[src/hdl/fec_pkg.sv]
package fec_pkg;

  localparam int unsigned SAMPLE_BITS_DEF = 24;
  localparam int unsigned COEFF_BITS_DEF  = 24;

  // internal fixed point: 25 fractional bits for samples/state, 24 for gains
  localparam int unsigned SW     = 28;
  localparam int unsigned IFRAC  = 25;
  localparam int unsigned GFRAC  = 24;
  localparam int unsigned AMT_W  = 17;

  // shared multiplier operands and product
  localparam int unsigned AW   = 34;
  localparam int unsigned BW   = 29;
  localparam int unsigned PW   = AW + BW;
  localparam int unsigned ACCW = 64;

  // divider / square root
  localparam int unsigned DIV_STEPS  = 27;
  localparam int unsigned QW         = DIV_STEPS + 1;
  localparam int unsigned DVW        = 29;
  localparam int unsigned SQRT_STEPS = 26;
  localparam int unsigned SNW        = 2 * SQRT_STEPS;
  localparam int unsigned SRW        = 30;
  localparam int unsigned GW         = 25;
  localparam int unsigned RATIO_W    = 27;
  localparam int unsigned MIX_STEPS  = 8;
  localparam int unsigned NUM_FOLLOW = 6;
  localparam int unsigned CNT_W      = 5;
  localparam int unsigned SEL_W      = 3;

  localparam int unsigned CFG_IDX_W = 4;
  localparam logic [CFG_IDX_W-1:0] REG_ENABLE    = 4'd0;
  localparam logic [CFG_IDX_W-1:0] REG_MIX       = 4'd1;
  localparam logic [CFG_IDX_W-1:0] REG_LOW_COEFF = 4'd2;
  localparam logic [CFG_IDX_W-1:0] REG_ENV_COEFF = 4'd3;

  localparam logic [DVW-1:0]   EPS_Q       = 29'd3355;
  localparam logic [QW-1:0]    BODY_LO     = 28'd10066330;
  localparam logic [QW-1:0]    BODY_HI     = 28'd27682406;
  localparam logic [SQRT_STEPS-1:0] AIR_LO = 26'd14260634;
  localparam logic [SQRT_STEPS-1:0] AIR_HI = 26'd23488102;
  localparam logic [QW-1:0]    RATIO_MAX   = 28'd67108864;
  localparam logic [AMT_W-1:0] AMOUNT_ONE  = 17'd65536;
  localparam logic signed [BW-1:0] AIR_SCALE = 29'sd36045;
  localparam logic signed [BW-1:0] GAIN_ONE  = 29'sd16777216;

  typedef enum logic [4:0] {
    OP_NONE, OP_LOAD, OP_FMUL, OP_FUPD, OP_DINIT, OP_DSTEP, OP_DEND,
    OP_SINIT, OP_SSTEP, OP_SEND, OP_MBODY, OP_MBODYW, OP_MT, OP_MAIR,
    OP_MAIRW, OP_S1, OP_S2, OP_S3, OP_OUT
  } op_e;

  typedef struct packed {
    op_e              op;
    logic [SEL_W-1:0] sel;
  } fec_cmd_t;

  typedef struct packed {
    logic bypass;
    logic out_busy;
  } fec_status_t;

  function automatic op_e mix_op(input logic [SEL_W-1:0] i);
    op_e o;
    unique case (i)
      3'd0: o = OP_MBODY;
      3'd1: o = OP_MBODYW;
      3'd2: o = OP_MT;
      3'd3: o = OP_MAIR;
      3'd4: o = OP_MAIRW;
      3'd5: o = OP_S1;
      3'd6: o = OP_S2;
      default: o = OP_S3;
    endcase
    return o;
  endfunction

  // arithmetic shift right, rounding half up; s >= 1
  function automatic logic signed [ACCW-1:0] rsh(input logic signed [ACCW-1:0] v,
                                                  input int unsigned s);
    logic signed [ACCW-1:0] r;
    r = (v + (64'sd1 <<< (s - 1))) >>> s;
    return r;
  endfunction

endpackage

[src/hdl/fec_ctrl.sv]
module fec_ctrl (
  input  logic                clk_i,
  input  logic                rst_ni,
  input  logic                in_valid_i,
  output logic                in_ready_o,
  input  fec_pkg::fec_status_t status_i,
  output fec_pkg::fec_cmd_t    cmd_o
);
  import fec_pkg::*;

  typedef enum logic [11:0] {
    S_IDLE   = 12'b000000000001,
    S_DECIDE = 12'b000000000010,
    S_FMUL   = 12'b000000000100,
    S_FUPD   = 12'b000000001000,
    S_DINIT  = 12'b000000010000,
    S_DSTEP  = 12'b000000100000,
    S_DEND   = 12'b000001000000,
    S_SINIT  = 12'b000010000000,
    S_SSTEP  = 12'b000100000000,
    S_SEND   = 12'b001000000000,
    S_MIX    = 12'b010000000000,
    S_FINAL  = 12'b100000000000
  } state_e;

  state_e           state_q, state_d;
  logic [CNT_W-1:0] cnt_q, cnt_d;
  logic [SEL_W-1:0] sel_q, sel_d;

  always_comb begin
    state_d    = state_q;
    cnt_d      = cnt_q;
    sel_d      = sel_q;
    in_ready_o = 1'b0;
    cmd_o.op   = OP_NONE;
    cmd_o.sel  = sel_q;
    unique case (state_q)
      S_IDLE: begin
        in_ready_o = 1'b1;
        if (in_valid_i) begin
          cmd_o.op = OP_LOAD;
          state_d  = S_DECIDE;
        end
      end
      S_DECIDE: begin
        sel_d   = '0;
        state_d = status_i.bypass ? S_FINAL : S_FMUL;
      end
      S_FMUL: begin
        cmd_o.op = OP_FMUL;
        state_d  = S_FUPD;
      end
      S_FUPD: begin
        cmd_o.op = OP_FUPD;
        if (sel_q == SEL_W'(NUM_FOLLOW - 1)) begin
          sel_d   = '0;
          state_d = S_DINIT;
        end else begin
          sel_d   = sel_q + 1'b1;
          state_d = S_FMUL;
        end
      end
      S_DINIT: begin
        cmd_o.op = OP_DINIT;
        cnt_d    = '0;
        state_d  = S_DSTEP;
      end
      S_DSTEP: begin
        cmd_o.op = OP_DSTEP;
        cnt_d    = cnt_q + 1'b1;
        if (cnt_q == CNT_W'(DIV_STEPS - 1)) state_d = S_DEND;
      end
      S_DEND: begin
        cmd_o.op = OP_DEND;
        if (sel_q == '0) begin
          sel_d   = SEL_W'(1);
          state_d = S_DINIT;
        end else begin
          state_d = S_SINIT;
        end
      end
      S_SINIT: begin
        cmd_o.op = OP_SINIT;
        cnt_d    = '0;
        state_d  = S_SSTEP;
      end
      S_SSTEP: begin
        cmd_o.op = OP_SSTEP;
        cnt_d    = cnt_q + 1'b1;
        if (cnt_q == CNT_W'(SQRT_STEPS - 1)) state_d = S_SEND;
      end
      S_SEND: begin
        cmd_o.op = OP_SEND;
        cnt_d    = '0;
        state_d  = S_MIX;
      end
      S_MIX: begin
        cmd_o.op = mix_op(cnt_q[SEL_W-1:0]);
        cnt_d    = cnt_q + 1'b1;
        if (cnt_q == CNT_W'(MIX_STEPS - 1)) state_d = S_FINAL;
      end
      S_FINAL: begin
        if (!status_i.out_busy) begin
          cmd_o.op = OP_OUT;
          state_d  = S_IDLE;
        end
      end
      default: state_d = S_IDLE;
    endcase
  end

  always_ff @(posedge clk_i or negedge rst_ni) begin
    if (!rst_ni) begin
      state_q <= S_IDLE;
      cnt_q   <= '0;
      sel_q   <= '0;
    end else begin
      state_q <= state_d;
      cnt_q   <= cnt_d;
      sel_q   <= sel_d;
    end
  end

endmodule

[config.mk]
export PLATFORM = sky130hd
export DESIGN_NAME = fec_ctrl
export DESIGN_NICKNAME = d
export VERILOG_FILES = /design/src/hdl/fec_pkg.sv /design/src/hdl/fec_ctrl.sv
export SDC_FILE = /design/constraint.sdc
export NUM_CORES = 1
export LEC_CHECK = 0
export ABC_AREA = 1
export BUFFER_PORTS_ARGS = -buffer_cell sky130_fd_sc_hd__buf_2
export CAP_MARGIN = 20
export CELL_PAD_IN_SITES_DETAIL_PLACEMENT = 0
export CELL_PAD_IN_SITES_GLOBAL_PLACEMENT = 1
export CORE_MARGIN = 5
export CORE_UTILIZATION = 46
export DETAILED_ROUTE_END_ITERATION = 16
export GPL_TIMING_DRIVEN = 0
export MAX_ROUTING_LAYER = met4
export PLACE_DENSITY_LB_ADDON = 0.08
export SYNTH_ARGS = -nofsm -noshare
export SYNTH_HDL_FRONTEND = slang
export SYNTH_SLANG_ARGS = --single-unit
[constraint.sdc]
create_clock -name clk_i -period 4.4 [get_ports clk_i]
set_clock_uncertainty 0.15 [all_clocks]
set_input_delay 0.44 -clock clk_i [delete_from_list [all_inputs] [get_ports clk_i]]
set_output_delay 0.44 -clock clk_i [all_outputs]
set_load 0.02 [all_outputs]
Word level (Yosys, flattened, before mapping)
Cells that the tools add are included.

storage, ports and cells
  input bits = 5
  output and inout bits = 9
  word-level logic and storage cells = 59
  register bits after elaboration = 20

cells by class
  add/subtract/negate cells = 2
  reduce and logical (&&, ||, !) cells = 8
  eq/ne operators = 28
  mux-type cells = 18

operators by type and width
  kind                                             count
  one-hot mux 12 bit (12 select lines)             1
  2-to-1 mux 12 bit                                6
  one-hot mux 5 bit (11 select lines)              1
  one-hot mux 5 bit (7 select lines)               1
  == test 12 x 1 -> 1 bit, second input constant   1
  == test 12 x 10 -> 1 bit, second input constant  1
  == test 12 x 11 -> 1 bit, second input constant  1
  == test 12 bit, second input constant            1
  == test 12 x 2 -> 1 bit, second input constant   1
  == test 12 x 3 -> 1 bit, second input constant   1
  == test 12 x 4 -> 1 bit, second input constant   1
  == test 12 x 5 -> 1 bit, second input constant   1
  == test 12 x 6 -> 1 bit, second input constant   1
  == test 12 x 7 -> 1 bit, second input constant   1
  == test 12 x 8 -> 1 bit, second input constant   1
  == test 12 x 9 -> 1 bit, second input constant   1
  == test 3 bit, second input constant             4
  inequality test 2 bit, second input constant     6
  == test 5 bit, second input constant             2
  2-to-1 mux 5 bit                                 2
  one-hot mux 5 bit (2 select lines)               1
  one-hot mux 3 bit (3 select lines)               1
  2-to-1 mux 8 bit                                 1
  == test 3 x 2 -> 1 bit, second input constant    2
  12 further kinds                                 16

Longest topological paths before layout
  depth in word-level cells = 3
  depth in mapped cells = 10
  depth with buffers taken out = 10

Worst setup path before layout
No wires, ideal clock.

  path type = register -> output
  start = register cnt_q[1]
  end = output cmd_o[3] (netlist bit)
  path slack = 2409 ps
  arrival time = 1401 ps
  buffers on the path = 0
  required time = 3810 ps
  stages on the path, launching flop included = 8
  cells stage by stage = dfrtp_1 -> inv_1 -> ha_1 -> inv_1 -> nand2_1 -> nor3_1 -> nor2_1 -> o2111ai_1

RTL lines
  element                 RTL line         text
  from (decl)             fec_ctrl.sv:27   logic [CNT_W-1:0] cnt_q, cnt_d;
  from (signal assigned)  fec_ctrl.sv:119  cnt_q <= cnt_d;
  to (decl)               fec_ctrl.sv:7    output fec_pkg::fec_cmd_t cmd_o

==> flow_summary.toml <==
[worst_hold_path]
hp-class = "in -> reg"

[die]
die_area_sq_mm = 0.004500
die_w_um = 67.09
rows = 20
top_level_ports = 14
core_region_area_sq_mm = 0.003078
die_h_um = 67.09
initial_core_util = 0.4870

[logic_synthesis]
syn_area_per_cell_sq_um = 7.070
ys.flop_type = "dfrtp_1"
ys_ff_latch = 20
synthCells = 212
synthTopCellsByArea = "dfrtp_1, nand2_1, nand3_1, inv_1, ha_1"
synth_nets = 225
async_flop_share = 1.000
synth_top_area_share = 0.3172
yosys.area.top_type = "dfrtp_1"
synth_edf_count = 0
ys_types = 29
seq_area_frac_synth = 0.3347
yosys_warnings = 0
yosys-top-cells-count = "nand2_1, inv_1, nor2_1"
syn_area_sq_mm = 0.001499
synth_most_common_cell = "nand2_1"

[worst_setup_path]
cp_max_fo = 5
critical-path-max-stage-delay_ns = 0.45
crit_path_top_delay_cell = "dfrtp_1"
path_class = "reg -> out"
path_common_cell = "inv_1"
critPathRequiredTime_ns = 3.81
crit_path_end_kind = "primary output"
crit_chain = "inv_1, ha_1, inv_1, nand2_1, nor3_1, nor2_1, o2111ai_1, buf_2"
start_kind = "flip-flop"
cp.arrival_ns = 1.90

[route]
drt-vias-per-instance = 4.945
wl_per_cell_um = 11.88
routed_wl_mm = 3.255
antenna_violating_nets_post_route = 0
drt_pass1_iterations = 4
wl_met1_mm = 1.550
top_layer = "met4"
met2_length_mm = 1.503
dr_total_vias = 1355
wl_met3_um = 134
drtIter0Drc = 45
drc = 0

[timing]
setup_viol_count_final = 0
period_needed_ns = 2.490
finalHoldViolCount = 0
slew_headroom = 0.7009
setup_tns_ns = 0
rsz0062_at_grt = "false"
finalCritPeriodShare = 0.5660
worstMarginPinSlew_ns = 0.4487
max_freq_mhz = 401.5
drv_slew = 0
fin_hold_ws_ns = 0.1981
finalWorstSetupSlack_ns = 1.910

[finish]
diodes = 0
utilization = 0.5411
nets = 244
layout.cells.non_filler = 274
drive_gt1_frac = 0.1739
fillCellCount = 318
syn2layout_area_growth_pct = 11.10
fin_area_sq_mm = 0.001665

[clock_network]
cts_resized = 0
cts_buffers = 3
cts.clk_slew.worst_paths_ns = 0.11
clk_root_buffer_cell = "clkbuf_4"
clockBufferDepth = 2
cts_tree = "done"
cts_setup_buffers = 0
clock-sinks = 20
clock_latency_ns = 0.30
htree_levels = 1

[job]
max_cap_violations = 0

[pwr]
p_leak_nw = 0.8746
irDropWorstVdd_uv = 145.1
pwr-share-comb = 0.435
seq_power_share = 0.375
clock_power_share = 0.189
sw_frac_of_total = 0.4177
powerDensity_mw_per_mm2 = 338.1
intPower_mw = 0.3279
power_mw = 0.5630
p_switching_mw = 0.2352

[grt]
grt_max_degree = 21
grt_overflow = 0
antenna_found_initial = 0
grt_pass1_vias = 1340
grt_first_pass_wirelength_mm = 5.775
grt_util_all_layers = 0.1710

[placement]
dpl.hpwl_mm = 2.648
dp.cells = 269
preCtsSetupSlack_ns = 2.245
numPortBuffers = 13
gp_congestion = 0.8188
dpl_cell_area_sq_mm = 0.001619

[status]
outcome = "finished clean"
## layout by cell type, fill, tap and decap left out, types with 2 or more instances in the layout
cell	instances
dfrtp_1	19
o21ai_2	2
buf_2	13
o21ai_1	3
nand2_2	3
o21ai_0	8
nand2_1	56
xnor2_1	2
nand2_4	4
inv_2	3
inv_1	28
clkbuf_4	3
nand4_1	4
nor2_2	5
nor2_1	24
nor3_1	5
ha_1	8
nor2_4	2
nand3b_1	2
nand3_1	22
o211ai_1	2
## cell type report
cell class	count	area [sq um]	area share
clock buffer	4	36.28	0.02179
multi-input combinational	160	877.1	0.5267
sequential	20	501.7	0.3013
buffer	1	3.754	0.002254
inverter	31	116.4	0.06987
tap	44	55.05	0.03306
timing repair buffer	14	75.07	0.04508
## cell families (layout without fill, tap and decap cells)
family	after synthesis	count (layout)	synth area share
and+or+nand+nor	130	130	0.4224
buffers and inverters	32	50	0.08013
DFF	20	20	0.3347
AOI/OAI and AO/OA	19	19	0.07847
adders and majority gates	8	8	0.06678
xor gates and xnor gates	3	3	0.01753
## layer usage
| layer | vias to the layer above | GRT usage |
|---|---|---|
| li1 | 713 | - |
| met5 | - | - |
| met1 | 607 | 0.2208 |
| met3 | 8 | 0.02698 |
| met2 | 27 | 0.2699 |
| met4 | 0 | 0.06076 |
## registers in the layout, indices dropped and copies added, names as in the netlist
name / cells
cnt_q: 5
sel_q: 3
state_q: 12
## power by group through the flow
stage	Combinational [mW]	Clock, mW	Sequential [mW]
floorplan	0.190	0	0.214
global placement	0.241	0	0.214
detailed placement	0.244	0	0.215
CTS	0.247	0.111	0.212
global route	0.276	0.117	0.214
finish	0.245	0.107	0.211
## path summary, 6_finish.rpt
check	end	cells after the start	slack (ns)	from
worst max-delay path	cmd_o[3]	8	1.91	cnt_q[1]
worst min-delay path	state_q[2]	2	0.20	status_i[1]
worst max register to register	state_q[6]	8	2.67	cnt_q[1]
worst min register to register	state_q[3]	2	0.44	state_q[2]
max in group asynchronous	state_q[0]	2	3.31	rst_ni
min in group asynchronous	sel_q[2]	2	0.45	rst_ni
## what timing repair did
action	CTS	global route
setup endpoints to repair	0	0
hold buffers	1	0
endpoints found under the hold margin	19	0
## critical path: cells and delay by family, from the launching register on
kind	cells	cell delay (ns)
flip-flops	1	0.45
buffers and inverters	3	0.39
AND/OR/NAND/NOR	3	0.35
adder cells (fa/ha/maj)	1	0.21
AO/OA/AOI/OAI	1	0.19
No activity file was read; power rests on OpenSTA's default activity.
