`src/hdl/fec_pkg.sv`:
```
package fec_pkg;

  localparam int unsigned SAMPLE_BITS_DEF = 24;
  localparam int unsigned COEFF_BITS_DEF  = 24;

  // internal fixed point: 25 fractional bits for samples/state, 24 for gains
  localparam int unsigned SW     = 28;
  localparam int unsigned IFRAC  = 25;
  localparam int unsigned GFRAC  = 24;
  localparam int unsigned AMT_W  = 17;

  // shared multiplier operands and product
  localparam int unsigned AW   = 34;
  localparam int unsigned BW   = 29;
  localparam int unsigned PW   = AW + BW;
  localparam int unsigned ACCW = 64;

  // divider / square root
  localparam int unsigned DIV_STEPS  = 27;
  localparam int unsigned QW         = DIV_STEPS + 1;
  localparam int unsigned DVW        = 29;
  localparam int unsigned SQRT_STEPS = 26;
  localparam int unsigned SNW        = 2 * SQRT_STEPS;
  localparam int unsigned SRW        = 30;
  localparam int unsigned GW         = 25;
  localparam int unsigned RATIO_W    = 27;
  localparam int unsigned MIX_STEPS  = 8;
  localparam int unsigned NUM_FOLLOW = 6;
  localparam int unsigned CNT_W      = 5;
  localparam int unsigned SEL_W      = 3;

  localparam int unsigned CFG_IDX_W = 4;
  localparam logic [CFG_IDX_W-1:0] REG_ENABLE    = 4'd0;
  localparam logic [CFG_IDX_W-1:0] REG_MIX       = 4'd1;
  localparam logic [CFG_IDX_W-1:0] REG_LOW_COEFF = 4'd2;
  localparam logic [CFG_IDX_W-1:0] REG_ENV_COEFF = 4'd3;

  localparam logic [DVW-1:0]   EPS_Q       = 29'd3355;
  localparam logic [QW-1:0]    BODY_LO     = 28'd10066330;
  localparam logic [QW-1:0]    BODY_HI     = 28'd27682406;
  localparam logic [SQRT_STEPS-1:0] AIR_LO = 26'd14260634;
  localparam logic [SQRT_STEPS-1:0] AIR_HI = 26'd23488102;
  localparam logic [QW-1:0]    RATIO_MAX   = 28'd67108864;
  localparam logic [AMT_W-1:0] AMOUNT_ONE  = 17'd65536;
  localparam logic signed [BW-1:0] AIR_SCALE = 29'sd36045;
  localparam logic signed [BW-1:0] GAIN_ONE  = 29'sd16777216;

  typedef enum logic [4:0] {
    OP_NONE, OP_LOAD, OP_FMUL, OP_FUPD, OP_DINIT, OP_DSTEP, OP_DEND,
    OP_SINIT, OP_SSTEP, OP_SEND, OP_MBODY, OP_MBODYW, OP_MT, OP_MAIR,
    OP_MAIRW, OP_S1, OP_S2, OP_S3, OP_OUT
  } op_e;

  typedef struct packed {
    op_e              op;
    logic [SEL_W-1:0] sel;
  } fec_cmd_t;

  typedef struct packed {
    logic bypass;
    logic out_busy;
  } fec_status_t;

  function automatic op_e mix_op(input logic [SEL_W-1:0] i);
    op_e o;
    unique case (i)
      3'd0: o = OP_MBODY;
      3'd1: o = OP_MBODYW;
      3'd2: o = OP_MT;
      3'd3: o = OP_MAIR;
      3'd4: o = OP_MAIRW;
      3'd5: o = OP_S1;
      3'd6: o = OP_S2;
      default: o = OP_S3;
    endcase
    return o;
  endfunction

  // arithmetic shift right, rounding half up; s >= 1
  function automatic logic signed [ACCW-1:0] rsh(input logic signed [ACCW-1:0] v,
                                                  input int unsigned s);
    logic signed [ACCW-1:0] r;
    r = (v + (64'sd1 <<< (s - 1))) >>> s;
    return r;
  endfunction

endpackage

```
`src/hdl/fec_dp.sv`:
```
module fec_dp #(
  parameter int unsigned SAMPLE_BITS = fec_pkg::SAMPLE_BITS_DEF,
  parameter int unsigned COEFF_BITS  = fec_pkg::COEFF_BITS_DEF,
  parameter int unsigned CFG_W       = (COEFF_BITS > 17) ? COEFF_BITS : 17
) (
  input  logic                              clk_i,
  input  logic                              rst_ni,
  input  logic                              cfg_we_i,
  input  logic [fec_pkg::CFG_IDX_W-1:0]     cfg_idx_i,
  input  logic [CFG_W-1:0]                  cfg_data_i,
  input  logic signed [SAMPLE_BITS-1:0]     orig_sample_i,
  input  logic signed [SAMPLE_BITS-1:0]     shifted_sample_i,
  output logic signed [SAMPLE_BITS:0]       out_sample_o,
  output logic                              out_valid_o,
  input  logic                              out_ready_i,
  input  fec_pkg::fec_cmd_t                 cmd_i,
  output fec_pkg::fec_status_t              status_o
);
  import fec_pkg::*;

  localparam int KIN = IFRAC + 1 - SAMPLE_BITS;
  localparam int unsigned KL  = (KIN >= 0) ? KIN : 0;
  localparam int unsigned KR  = (KIN < 0) ? -KIN : 0;
  localparam int unsigned KRM = (KR > 0) ? KR - 1 : 0;
  localparam logic signed [ACCW-1:0] RND_IN = (KR > 0) ? (64'sd1 <<< KRM) : 64'sd0;
  localparam int unsigned OSH = IFRAC + GFRAC + 2 - SAMPLE_BITS;
  localparam logic signed [ACCW-1:0] OMAX = 64'sd1 <<< (SAMPLE_BITS - 1);

  // configuration
  logic                  en_q;
  logic [AMT_W-1:0]      mix_q;
  logic [COEFF_BITS-1:0] lc_q, ec_q;

  // item
  logic signed [SW-1:0]          xo_q, xs_q;
  logic signed [SAMPLE_BITS-1:0] xs_raw_q;
  logic [AMT_W-1:0]              amt_q;
  logic                          byp_q;

  // filter state
  logic signed [SW-1:0] ol_q, sl_q, oe_q, se_q, ohe_q, she_q;

  logic signed [PW-1:0]   p_q;
  logic signed [ACCW-1:0] acc_q;

  logic [DVW-1:0]         rem_q, dv_q;
  logic [DIV_STEPS-1:0]   dd_q, q_q;
  logic                   sat_q;
  logic [GW-1:0]          body_q;
  logic [RATIO_W-1:0]     ratio_q;
  logic [SNW-1:0]         sn_q;
  logic [SRW-1:0]         srem_q;
  logic [SQRT_STEPS-1:0]  sr_q;
  logic [GW-1:0]          air_q;
  logic signed [GW+1:0]   bodyf_q, airf_q;

  logic signed [SAMPLE_BITS:0] out_q;
  logic                        out_v_q;

  // combinational
  logic signed [ACCW-1:0] xo_w, xs_w;
  logic signed [SW:0]     ho_w, hs_w;
  logic signed [SW-1:0]   y_sel, x_sel, fol_new;
  logic [COEFF_BITS-1:0]  c_sel;
  logic signed [AW-1:0]   mul_a;
  logic signed [BW-1:0]   mul_b;
  logic signed [PW-1:0]   prod;
  logic [SW-1:0]          num_sel, den_sel;
  logic [DVW-1:0]         dv_new;
  logic [DVW:0]           dt;
  logic                   dge;
  logic [QW-1:0]          qfull;
  logic [SRW-1:0]         st, strial;
  logic                   sge;
  logic signed [ACCW-1:0] yc;
  logic signed [SAMPLE_BITS:0] ybyp, yout;

  function automatic logic signed [SW-1:0] absw(input logic signed [SW:0] v);
    logic signed [SW:0] a;
    a = (v < 0) ? -v : v;
    return a[SW-1:0];
  endfunction

  assign xo_w = ((ACCW'(orig_sample_i) <<< KL) + RND_IN) >>> KR;
  assign xs_w = ((ACCW'(shifted_sample_i) <<< KL) + RND_IN) >>> KR;
  assign ho_w = (SW+1)'(xo_q) - (SW+1)'(ol_q);
  assign hs_w = (SW+1)'(xs_q) - (SW+1)'(sl_q);

  always_comb begin
    unique case (cmd_i.sel)
      3'd0: begin y_sel = ol_q;  x_sel = xo_q;       end
      3'd1: begin y_sel = sl_q;  x_sel = xs_q;       end
      3'd2: begin y_sel = oe_q;  x_sel = absw((SW+1)'(ol_q)); end
      3'd3: begin y_sel = se_q;  x_sel = absw((SW+1)'(sl_q)); end
      3'd4: begin y_sel = ohe_q; x_sel = absw(ho_w); end
      default: begin y_sel = she_q; x_sel = absw(hs_w); end
    endcase
  end

  assign c_sel   = (cmd_i.sel < SEL_W'(2)) ? lc_q : ec_q;
  assign fol_new = y_sel + SW'(rsh(ACCW'(p_q), COEFF_BITS));

  always_comb begin
    mul_a = '0;
    mul_b = '0;
    unique case (cmd_i.op)
      OP_FMUL: begin
        mul_a = AW'(c_sel);
        mul_b = BW'(x_sel) - BW'(y_sel);
      end
      OP_MBODY: begin
        mul_a = AW'(amt_q);
        mul_b = BW'(body_q) - GAIN_ONE;
      end
      OP_MT: begin
        mul_a = AW'(amt_q);
        mul_b = AIR_SCALE;
      end
      OP_MAIR: begin
        mul_a = p_q[AW-1:0];
        mul_b = BW'(air_q) - GAIN_ONE;
      end
      OP_S1: begin
        mul_a = AW'(bodyf_q);
        mul_b = BW'(sl_q);
      end
      OP_S2: begin
        mul_a = AW'(airf_q);
        mul_b = BW'(hs_w);
      end
      default: ;
    endcase
  end

  assign prod = mul_a * mul_b;

  // divider
  assign num_sel = (cmd_i.sel == '0) ? oe_q : ohe_q;
  assign den_sel = (cmd_i.sel == '0) ? se_q : she_q;
  assign dv_new  = DVW'(den_sel) + EPS_Q;
  assign dt      = {rem_q, dd_q[DIV_STEPS-1]};
  assign dge     = dt >= {1'b0, dv_q};
  assign qfull   = sat_q ? (QW'(1) << DIV_STEPS) : QW'(q_q);

  // square root
  assign st     = {srem_q[SRW-3:0], sn_q[SNW-1:SNW-2]};
  assign strial = SRW'({sr_q, 2'b01});
  assign sge    = st >= strial;

  assign yc   = rsh(acc_q, OSH);
  assign ybyp = ((SAMPLE_BITS+1)'(xs_raw_q) + (SAMPLE_BITS+1)'(1)) >>> 1;
  assign yout = byp_q ? ybyp
              : (yc > OMAX) ? (SAMPLE_BITS+1)'(OMAX)
              : (yc < -OMAX) ? (SAMPLE_BITS+1)'(-OMAX)
              : (SAMPLE_BITS+1)'(yc);

  always_ff @(posedge clk_i or negedge rst_ni) begin
    if (!rst_ni) begin
      en_q    <= 1'b0;
      mix_q   <= '0;
      lc_q    <= '0;
      ec_q    <= '0;
      ol_q    <= '0;
      sl_q    <= '0;
      oe_q    <= '0;
      se_q    <= '0;
      ohe_q   <= '0;
      she_q   <= '0;
      byp_q   <= 1'b1;
      out_v_q <= 1'b0;
    end else begin
      if (cfg_we_i) begin
        unique case (cfg_idx_i)
          REG_ENABLE:    en_q  <= cfg_data_i[0];
          REG_MIX:       mix_q <= cfg_data_i[AMT_W-1:0];
          REG_LOW_COEFF: lc_q  <= cfg_data_i[COEFF_BITS-1:0];
          REG_ENV_COEFF: ec_q  <= cfg_data_i[COEFF_BITS-1:0];
          default: ;
        endcase
      end
      if (cmd_i.op == OP_OUT) out_v_q <= 1'b1;
      else if (out_ready_i) out_v_q <= 1'b0;
      unique case (cmd_i.op)
        OP_LOAD: byp_q <= !en_q || (mix_q == '0);
        OP_FUPD: begin
          unique case (cmd_i.sel)
            3'd0: ol_q  <= fol_new;
            3'd1: sl_q  <= fol_new;
            3'd2: oe_q  <= fol_new;
            3'd3: se_q  <= fol_new;
            3'd4: ohe_q <= fol_new;
            default: she_q <= fol_new;
          endcase
        end
        default: ;
      endcase
    end
  end

  always_ff @(posedge clk_i) begin
    unique case (cmd_i.op)
      OP_LOAD: begin
        xo_q     <= SW'(xo_w);
        xs_q     <= SW'(xs_w);
        xs_raw_q <= shifted_sample_i;
        amt_q    <= (mix_q > AMOUNT_ONE) ? AMOUNT_ONE : mix_q;
      end
      OP_FMUL, OP_MBODY, OP_MT, OP_MAIR, OP_S1: p_q <= prod;
      OP_S2: begin
        acc_q <= ACCW'(p_q);
        p_q   <= prod;
      end
      OP_S3: acc_q <= acc_q + ACCW'(p_q);
      OP_DINIT: begin
        dv_q  <= dv_new;
        sat_q <= {4'b0, num_sel} >= {dv_new, 3'b000};
        rem_q <= DVW'(num_sel[SW-1:3]);
        dd_q  <= {num_sel[2:0], {GFRAC{1'b0}}};
        q_q   <= '0;
      end
      OP_DSTEP: begin
        rem_q <= dge ? DVW'(dt - {1'b0, dv_q}) : DVW'(dt);
        q_q   <= {q_q[DIV_STEPS-2:0], dge};
        dd_q  <= {dd_q[DIV_STEPS-2:0], 1'b0};
      end
      OP_DEND: begin
        if (cmd_i.sel == '0) begin
          body_q <= (qfull < BODY_LO) ? GW'(BODY_LO)
                  : (qfull > BODY_HI) ? GW'(BODY_HI) : GW'(qfull);
        end else begin
          ratio_q <= (qfull > RATIO_MAX) ? RATIO_W'(RATIO_MAX) : RATIO_W'(qfull);
        end
      end
      OP_SINIT: begin
        sn_q   <= {1'b0, ratio_q, {GFRAC{1'b0}}};
        srem_q <= '0;
        sr_q   <= '0;
      end
      OP_SSTEP: begin
        srem_q <= sge ? (st - strial) : st;
        sr_q   <= {sr_q[SQRT_STEPS-2:0], sge};
        sn_q   <= {sn_q[SNW-3:0], 2'b00};
      end
      OP_SEND: begin
        air_q <= (sr_q < AIR_LO) ? GW'(AIR_LO)
               : (sr_q > AIR_HI) ? GW'(AIR_HI) : GW'(sr_q);
      end
      OP_MBODYW: bodyf_q <= (GW+2)'(GAIN_ONE) + (GW+2)'(rsh(ACCW'(p_q), 16));
      OP_MAIRW:  airf_q  <= (GW+2)'(GAIN_ONE) + (GW+2)'(rsh(ACCW'(p_q), 32));
      OP_OUT:    out_q   <= yout;
      default: ;
    endcase
  end

  assign out_sample_o      = out_q;
  assign out_valid_o       = out_v_q;
  assign status_o.bypass   = byp_q;
  assign status_o.out_busy = out_v_q && !out_ready_i;

endmodule
```
`config.mk`:
```
export PLATFORM = sky130hd
export DESIGN_NAME = fec_dp
export DESIGN_NICKNAME = d
export VERILOG_FILES = /design/src/hdl/fec_pkg.sv /design/src/hdl/fec_dp.sv
export SDC_FILE = /design/constraint.sdc
export NUM_CORES = 2
export LEC_CHECK = 0
export BUFFER_PORTS_ARGS = -buffer_cell sky130_fd_sc_hd__buf_2
export CAP_MARGIN = 25
export CORE_MARGIN = 3
export CORE_UTILIZATION = 50
export DETAILED_ROUTE_END_ITERATION = 6
export HOLD_SLACK_MARGIN = 0.08
export PLACE_DENSITY = 0.63
export SETUP_SLACK_MARGIN = 0.4
export SKIP_CTS_REPAIR_TIMING = 1
export SYNTH_ARGS = -nofsm -noshare
export SYNTH_HDL_FRONTEND = slang
export SYNTH_SLANG_ARGS = --single-unit
export TNS_END_PERCENT = 50
```
`constraint.sdc`:
```
create_clock -name clk_i -period 29 [get_ports clk_i]
set_input_delay 1.45 -clock clk_i [delete_from_list [all_inputs] [get_ports clk_i]]
set_output_delay 1.45 -clock clk_i [all_outputs]
set_load 0.005 [all_outputs]
```
# --- Word-level counts from Yosys, hierarchy flattened ---
# Index checks and enable logic that the tools add are counted.
totals:
  ff_bits: 827
  latch_bits: 0
  ramBits: 0
  mem_bits_ro: 0
  in_bits: 88
  out_inout_bits: 28
  elab_cells: 155
  memories: 0
op_classes:
  n_addsub: 21
  n_mul: 1
  div_mod_pow: 0
  order_cmp: 16
  n_eq_ne: 25
  shift: 0
  muxes: 28
  bitwise_logic: 2
  reduce_logical: 28
op_table:
  columns: ["operator", "count"]
  rows:
  - ["$pmux 28 s5", 2]
  - ["$mux 28", 8]
  - ["$pmux 29 s6", 1]
  - ["$pmux 34 s5", 1]
  - ["$pmux 64 s2", 1]
  - ["$mux 25", 5]
  - ["$neg 28->28", 4]
  - ["$pmux 27 s2", 2]
  - ["$pmux 52 s2", 1]
  - ["$add 64x28->64 const B", 1]
  - ["$add 64x63->64", 1]
  - ["$mul 34x29->63", 1]
  - ["$add 59x33->59 const B", 1]
  - ["$lt 29x1->1 const B", 2]
  - ["$pmux 29 s2", 1]
  - ["$sub 26x28->29", 2]
  - ["$lt 28x1->1 const B", 2]
  - ["$pmux 28 s2", 1]
  - ["$add 26x27->27 const A", 2]
  - ["$add 52x25->52 const B", 1]
  - ["$pmux 26 s2", 1]
  - ["$sub 25x25->26 const B", 2]
  - ["$add 43x17->43 const B", 1]
  - ["$eq 5x4->1 const B", 8]
  - ["other kinds (42)", 69]

# --- Depth between registers and ports, before layout ---
depth:
  word_depth: 7
  depth_mapped: 61
  depth_no_buf: 57

# --- Worst setup path after synthesis ---
# No wires, ideal clock.
synth_path:
  kind: "input -> register"
  start: "input cmd_i[5] (netlist name)"
  end: "register p_q[62] (data pin)"
  setup_time_ns: 0.265
  arrival_time_ns: 14.574
  t_required_ns: 28.735
  setup_slack_ns: 14.161
  path_stages: 30
  path_buffers: 3
  cell_sequence: "clkbuf_1 -> nor3_1 -> nand2b_1 -> clkbuf_1 -> o2111ai_1 -> clkbuf_1 -> nand2_1 -> fa_1 -> fa_1 -> fa_1 -> inv_1 -> fa_1 -> inv_1 -> fa_1 -> inv_1 -> fa_1 -> fa_1 -> inv_1 -> fa_1 -> inv_1 -> ha_1 -> a21oi_1 -> o21ai_0 -> a21oi_1 -> o21ai_1 -> or4_1 -> a31oi_1 -> o21ai_1 -> a311oi_1 -> xnor2_1"
synth_between:
  elab_chain_len: 4
  elab_cells_between_ends: 10
  classes_between: "mul: 1; eq/ne: 6; mux: 2; reduce/logical: 1"
synth_rtl:
  columns: ["item", "line_no", "source"]
  rows:
  - ["from (decl)", "fec_dp.sv:16", "input fec_pkg::fec_cmd_t cmd_i,"]
  - ["$eq 5x4->1", "fec_dp.sv:106", "unique case (cmd_i.op)"]
  - ["$reduce_or 2->1 (no source line)", null, null]
  - ["$pmux 34 s5", "fec_dp.sv:106", null]
  - ["$mul 34x29->63 *", "fec_dp.sv:135", "assign prod = mul_a * mul_b;"]
  - ["named net prod[62]", "fec_dp.sv:67", "logic signed [PW-1:0] prod;"]
  - ["to (signal assigned)", "fec_dp.sv:208", "OP_FMUL, OP_MBODY, OP_MT, OP_MAIR, OP_S1: p_q <= prod;"]
  - ["to (signal assigned)", "fec_dp.sv:211", "p_q <= prod;"]
  - ["to (decl)", "fec_dp.sv:43", "logic signed [PW-1:0] p_q;"]
# The timed path passes the listed nets; every way through them passes the cells marked *.
# A chain may end at the register's enable or synchronous reset.

# --- Worst setup path after layout ---
layout_path:
  start: "register ol_q[0]"
  end: "register p_q[61] (data pin)"
layout_between:
  elab_chain_len: 7
  elab_cells_between_ends: 12
  classes_between: "add/sub: 4; mul: 1; order compare: 2; mux: 5"
layout_rtl:
  columns: ["item", "line_no", "source"]
  rows:
  - ["from (decl)", "fec_dp.sv:41", "logic signed [SW-1:0] ol_q, sl_q, oe_q, se_q, ohe_q, she_q;"]
  - ["from (signal assigned)", "fec_dp.sv:187", "3'd0: ol_q <= fol_new;"]
  - ["$sub 26x28->29", "fec_dp.sv:86", "assign ho_w = (SW+1)'(xo_q) - (SW+1)'(ol_q);"]
  - ["$neg 28->28 / $lt 29x1->1 (equally long branches)", "fec_dp.sv:80", "a = (v < 0) ? -v : v;"]
  - ["$mux 28", "fec_dp.sv:80", null]
  - ["$pmux 28 s5", "fec_dp.sv:90", "unique case (cmd_i.sel)"]
  - ["$sub 28x28->29 *", "fec_dp.sv:109", "mul_b = BW'(x_sel) - BW'(y_sel);"]
  - ["$pmux 29 s6 *", "fec_dp.sv:106", null]
  - ["$mul 34x29->63 *", "fec_dp.sv:135", null]
  - ["named net prod[61]", "fec_dp.sv:67", null]
# Marks and branches as above.

==> summary.txt <==
Routing
  – Vias: 69680
  – Average wire per standard cell: approximately 25 um
  – Drt total wl: slightly below 300 mm
  – DR iter-0 viols: 7381
  – Vias per cell: between 5 and 6
  – DRC violations left: 0
  – Final ANT Viol Nets: 0
  – DR pass1 iterations: 7

Yosys
  – Syn_nets: 10990
  – List of most frequent post-synthesis cells: nand2_1, inv_1, fa_1, nor2_1, edfxtp_1
  – Post-synth EDFFs: 519
  – Top FF cell, synth: edfxtp_1
  – Ys async rst share: 0.3126
  – Distinct cells, synth: 97
  – Seq/Total Area, Yosys: 0.2526
  – Yosys warns: 0
  – Post-Synth Adder-Cell Area: 0.3099
  – Area leader, netlist: fa_1
  – Largest family of logic cells by synthesized area: adder cells
  – Compound-Gate Fraction of Synth Area: 0.1239
  – Synth Area in Simple Gates: 0.1553
  – Post-synthesis cell area: between 80000 and 90000 um2
  – XOR/XNOR share of the synthesized area: 0.05311
  – Ranking of synthesized cells by area: fa_1, edfxtp_1, nand2_1, dfrtp_1, ha_1
  – Top-count cell post-synth: nand2_1
  – Multiplexer share of the synthesized area: 0.02666
  – Syn Area/Cell: roughly 9 um2
  – Syn Inst Count: 9422
  – Post-synth top area share: 0.2447
  – #FFs+latches synth: 755

STA
  – Final Max Slew Viols: 0
  – Final setup fails: 0
  – Slew HR: 0.1145
  – Slew @ Worst Pin: about 1.3 ns
  – Final period util: 0.5470
  – Clock skew: approximately 0.06 ns
  – Unrepaired setup endpoints after global routing: no
  – Final Hold Viols: 0
  – Fin Setup TNS: 0 ns
  – Max Clk Rate: 63.04 MHz
  – WHS: between 0.5 and 0.6 ns
  – Minimum clock period: ~16 ns

Layout
  – Final net count: ~11000
  – Ratio of cells with drive above 1 in the final layout: 0.06783
  – Area grow syn2layout: 7.287%
  – Filler cells: roughly 15000
  – Post-layout util: 0.5429
  – Design area: approximately 91000 um2

Clock tree
  – Worst-path clk slew: approximately 0.060 ns
  – Sinks on Clock Net: around 760
  – Root Driver: clkbuf_16
  – # H-tree levels: 3
  – TritonCTS clock tree: done
  – TritonCTS Buffers: slightly above 80
  – Worst skew pair latency: 0.72 ns
  – Clock Path Buffers: 3

Placed design
  – Area after DPL: ~90000 um2
  – # port buffers: about 120
  – Gpl congestion: 1.031
  – Dpl hpwl: around 230 mm

Floorplan
  – Die X: approximately 420 um
  – IO Pins: around 120
  – Area of the die: 175200 um2
  – # rows: 150
  – Core area: ~170000 um2
  – Chip height: 418.5 um
  – Initial Utilization: 0.5060

Worst setup path
  – Worst endpoint required time: ~30 ns
  – Reg2Reg Launch Point: ol_q[0]$_DFFE_PN0P_
  – Worst path arrival time: approximately 16 ns
  – Most used cell, CP: fa_1
  – Register-to-Register Path Depth: 57
  – Start point of the critical path: ol_q[0]$_DFFE_PN0P_
  – Worst Path Max Fanout: 34
  – Crit-path max cell delay: 0.68 ns
  – CP Capture Type: flop
  – Slowest-stage cell, CP: a311oi_1
  – Crit path launch type: flop
  – Critical path class: flop to flop

Global route
  – Number of global-route vias before repair: between 60000 and 70000
  – First-pass GRT wire length: between 400 and 500 mm
  – GRT Total Usage: 0.3392
  – Initial antenna violation count: 12
  – Pin count of the biggest net entering global routing: between 90 and 100
  – Grt ovf: 0

Min path
  – WHS Path Cells: 1
  – Hold Crit Class: flop to flop
  – Worst Hold Launch: ec_q[23]$_DFFE_PN0P_

Power
  – Max rail drop VDD: about 0.046 mV
  – Leak: between 0.04 and 0.05 uW
  – PwrDens: 40.14 nW/um2

Run
  – Max cap viols: 0

Outcome
  – Status: finished, final reports clean
-- routing by layer --
layer,share of wire,GRT usage,wire length (um),up-vias
li1,-,-,-,30800
met1,0.42,0.4766,123000,34920
met2,0.43,0.5062,128100,3362
met3,0.10,0.07924,30210,599
met4,0.048,0.1374,14100,6
met5,0.00049,0.005001,145,-
-- registers in the layout (all words and copies together), names as in the netlist, 29 cells and up --
register,count
p_q,63
acc_q,64
rem_q,29
dv_q,29
-- path summary, 6_finish.rpt --
path | end | slack, ns
max in group asynchronous | out_valid_o$_DFFE_PN0P_ | 26.85
hold / removal | ec_q[23]$_DFFE_PN0P_ | 0.50
hold reg to reg | ec_q[23]$_DFFE_PN0P_ | 0.50
setup / recovery | p_q[61]$_DFFE_PP_ | 13.14
setup reg to reg | p_q[61]$_DFFE_PP_ | 13.14
min in group asynchronous | ohe_q[15]$_DFFE_PN0P_ | 0.80
-- worst max-delay path: cells and delay by family, from the launching register on --
kind / cells / cell delay [ns]
DFF: 1 / 0.54
buffers and inverters: 8 / 1.06
xor gates and xnor gates: 1 / 0.16
adders and majority gates: 11 / 5.27
and+or+nand+nor: 14 / 2.63
AOI/OAI and AO/OA: 23 / 5.82
-- cells by family after synthesis --
family | count (synthesis)
fa+ha+maj | 1484
simple gates | 3037
buf+inv | 1776
mux | 210
flops | 755
xor+xnor | 516
compound gates | 1644
-- cell usage in the layout, fill, tap and decap left out, types with 89 or more instances in the layout --
master	Yosys	final
nor2b_1	89	89
a21oi_1	362	360
mux2_2	109	109
dfrtp_1	235	235
buf_2	6	112
and2_1	103	103
xnor2_1	332	332
ha_1	443	443
fa_1	1040	1040
mux2i_1	98	98
buf_4	1	174
edfxtp_1	519	519
nand2_1	1617	1613
nand2b_1	93	93
inv_1	1327	1327
xor2_1	184	184
nor2_1	628	613
o21ai_0	422	421
nand3_1	149	148
a21o_1	170	170
-- through the flow --
stage | total power (uW) | std cells | setup WS (ns)
final | 3664 | 11630 | 13.14
after detailed placement | 2549 | 11470 | 13.38
after global placement | 2533 | 11460 | 13.50
after floorplan | 2110 | 9422 | 14.16
after global routing | 3826 | 11630 | 12.37
after CTS | 3652 | 11620 | 13.51
-- power breakdown --
group	switching (uW)	internal, uW
Combinational	787	419
Clock	478	623
Sequential	114	1240
-- cell type report --
class	count	area, um2	area share
Timing Repair Buffer	293	1997	0.02187
Antenna cell	2	5.005	0.00005482
Clock inverter	45	551.8	0.006044
Multi-Input combinational cell	6891	57260	0.6272
Clock buffer	103	2223	0.02435
Inverter	1333	5004	0.05481
Sequential cell	755	21490	0.2354
Tap cell	2204	2758	0.03021
No activity file was read; power rests on OpenSTA's default activity.
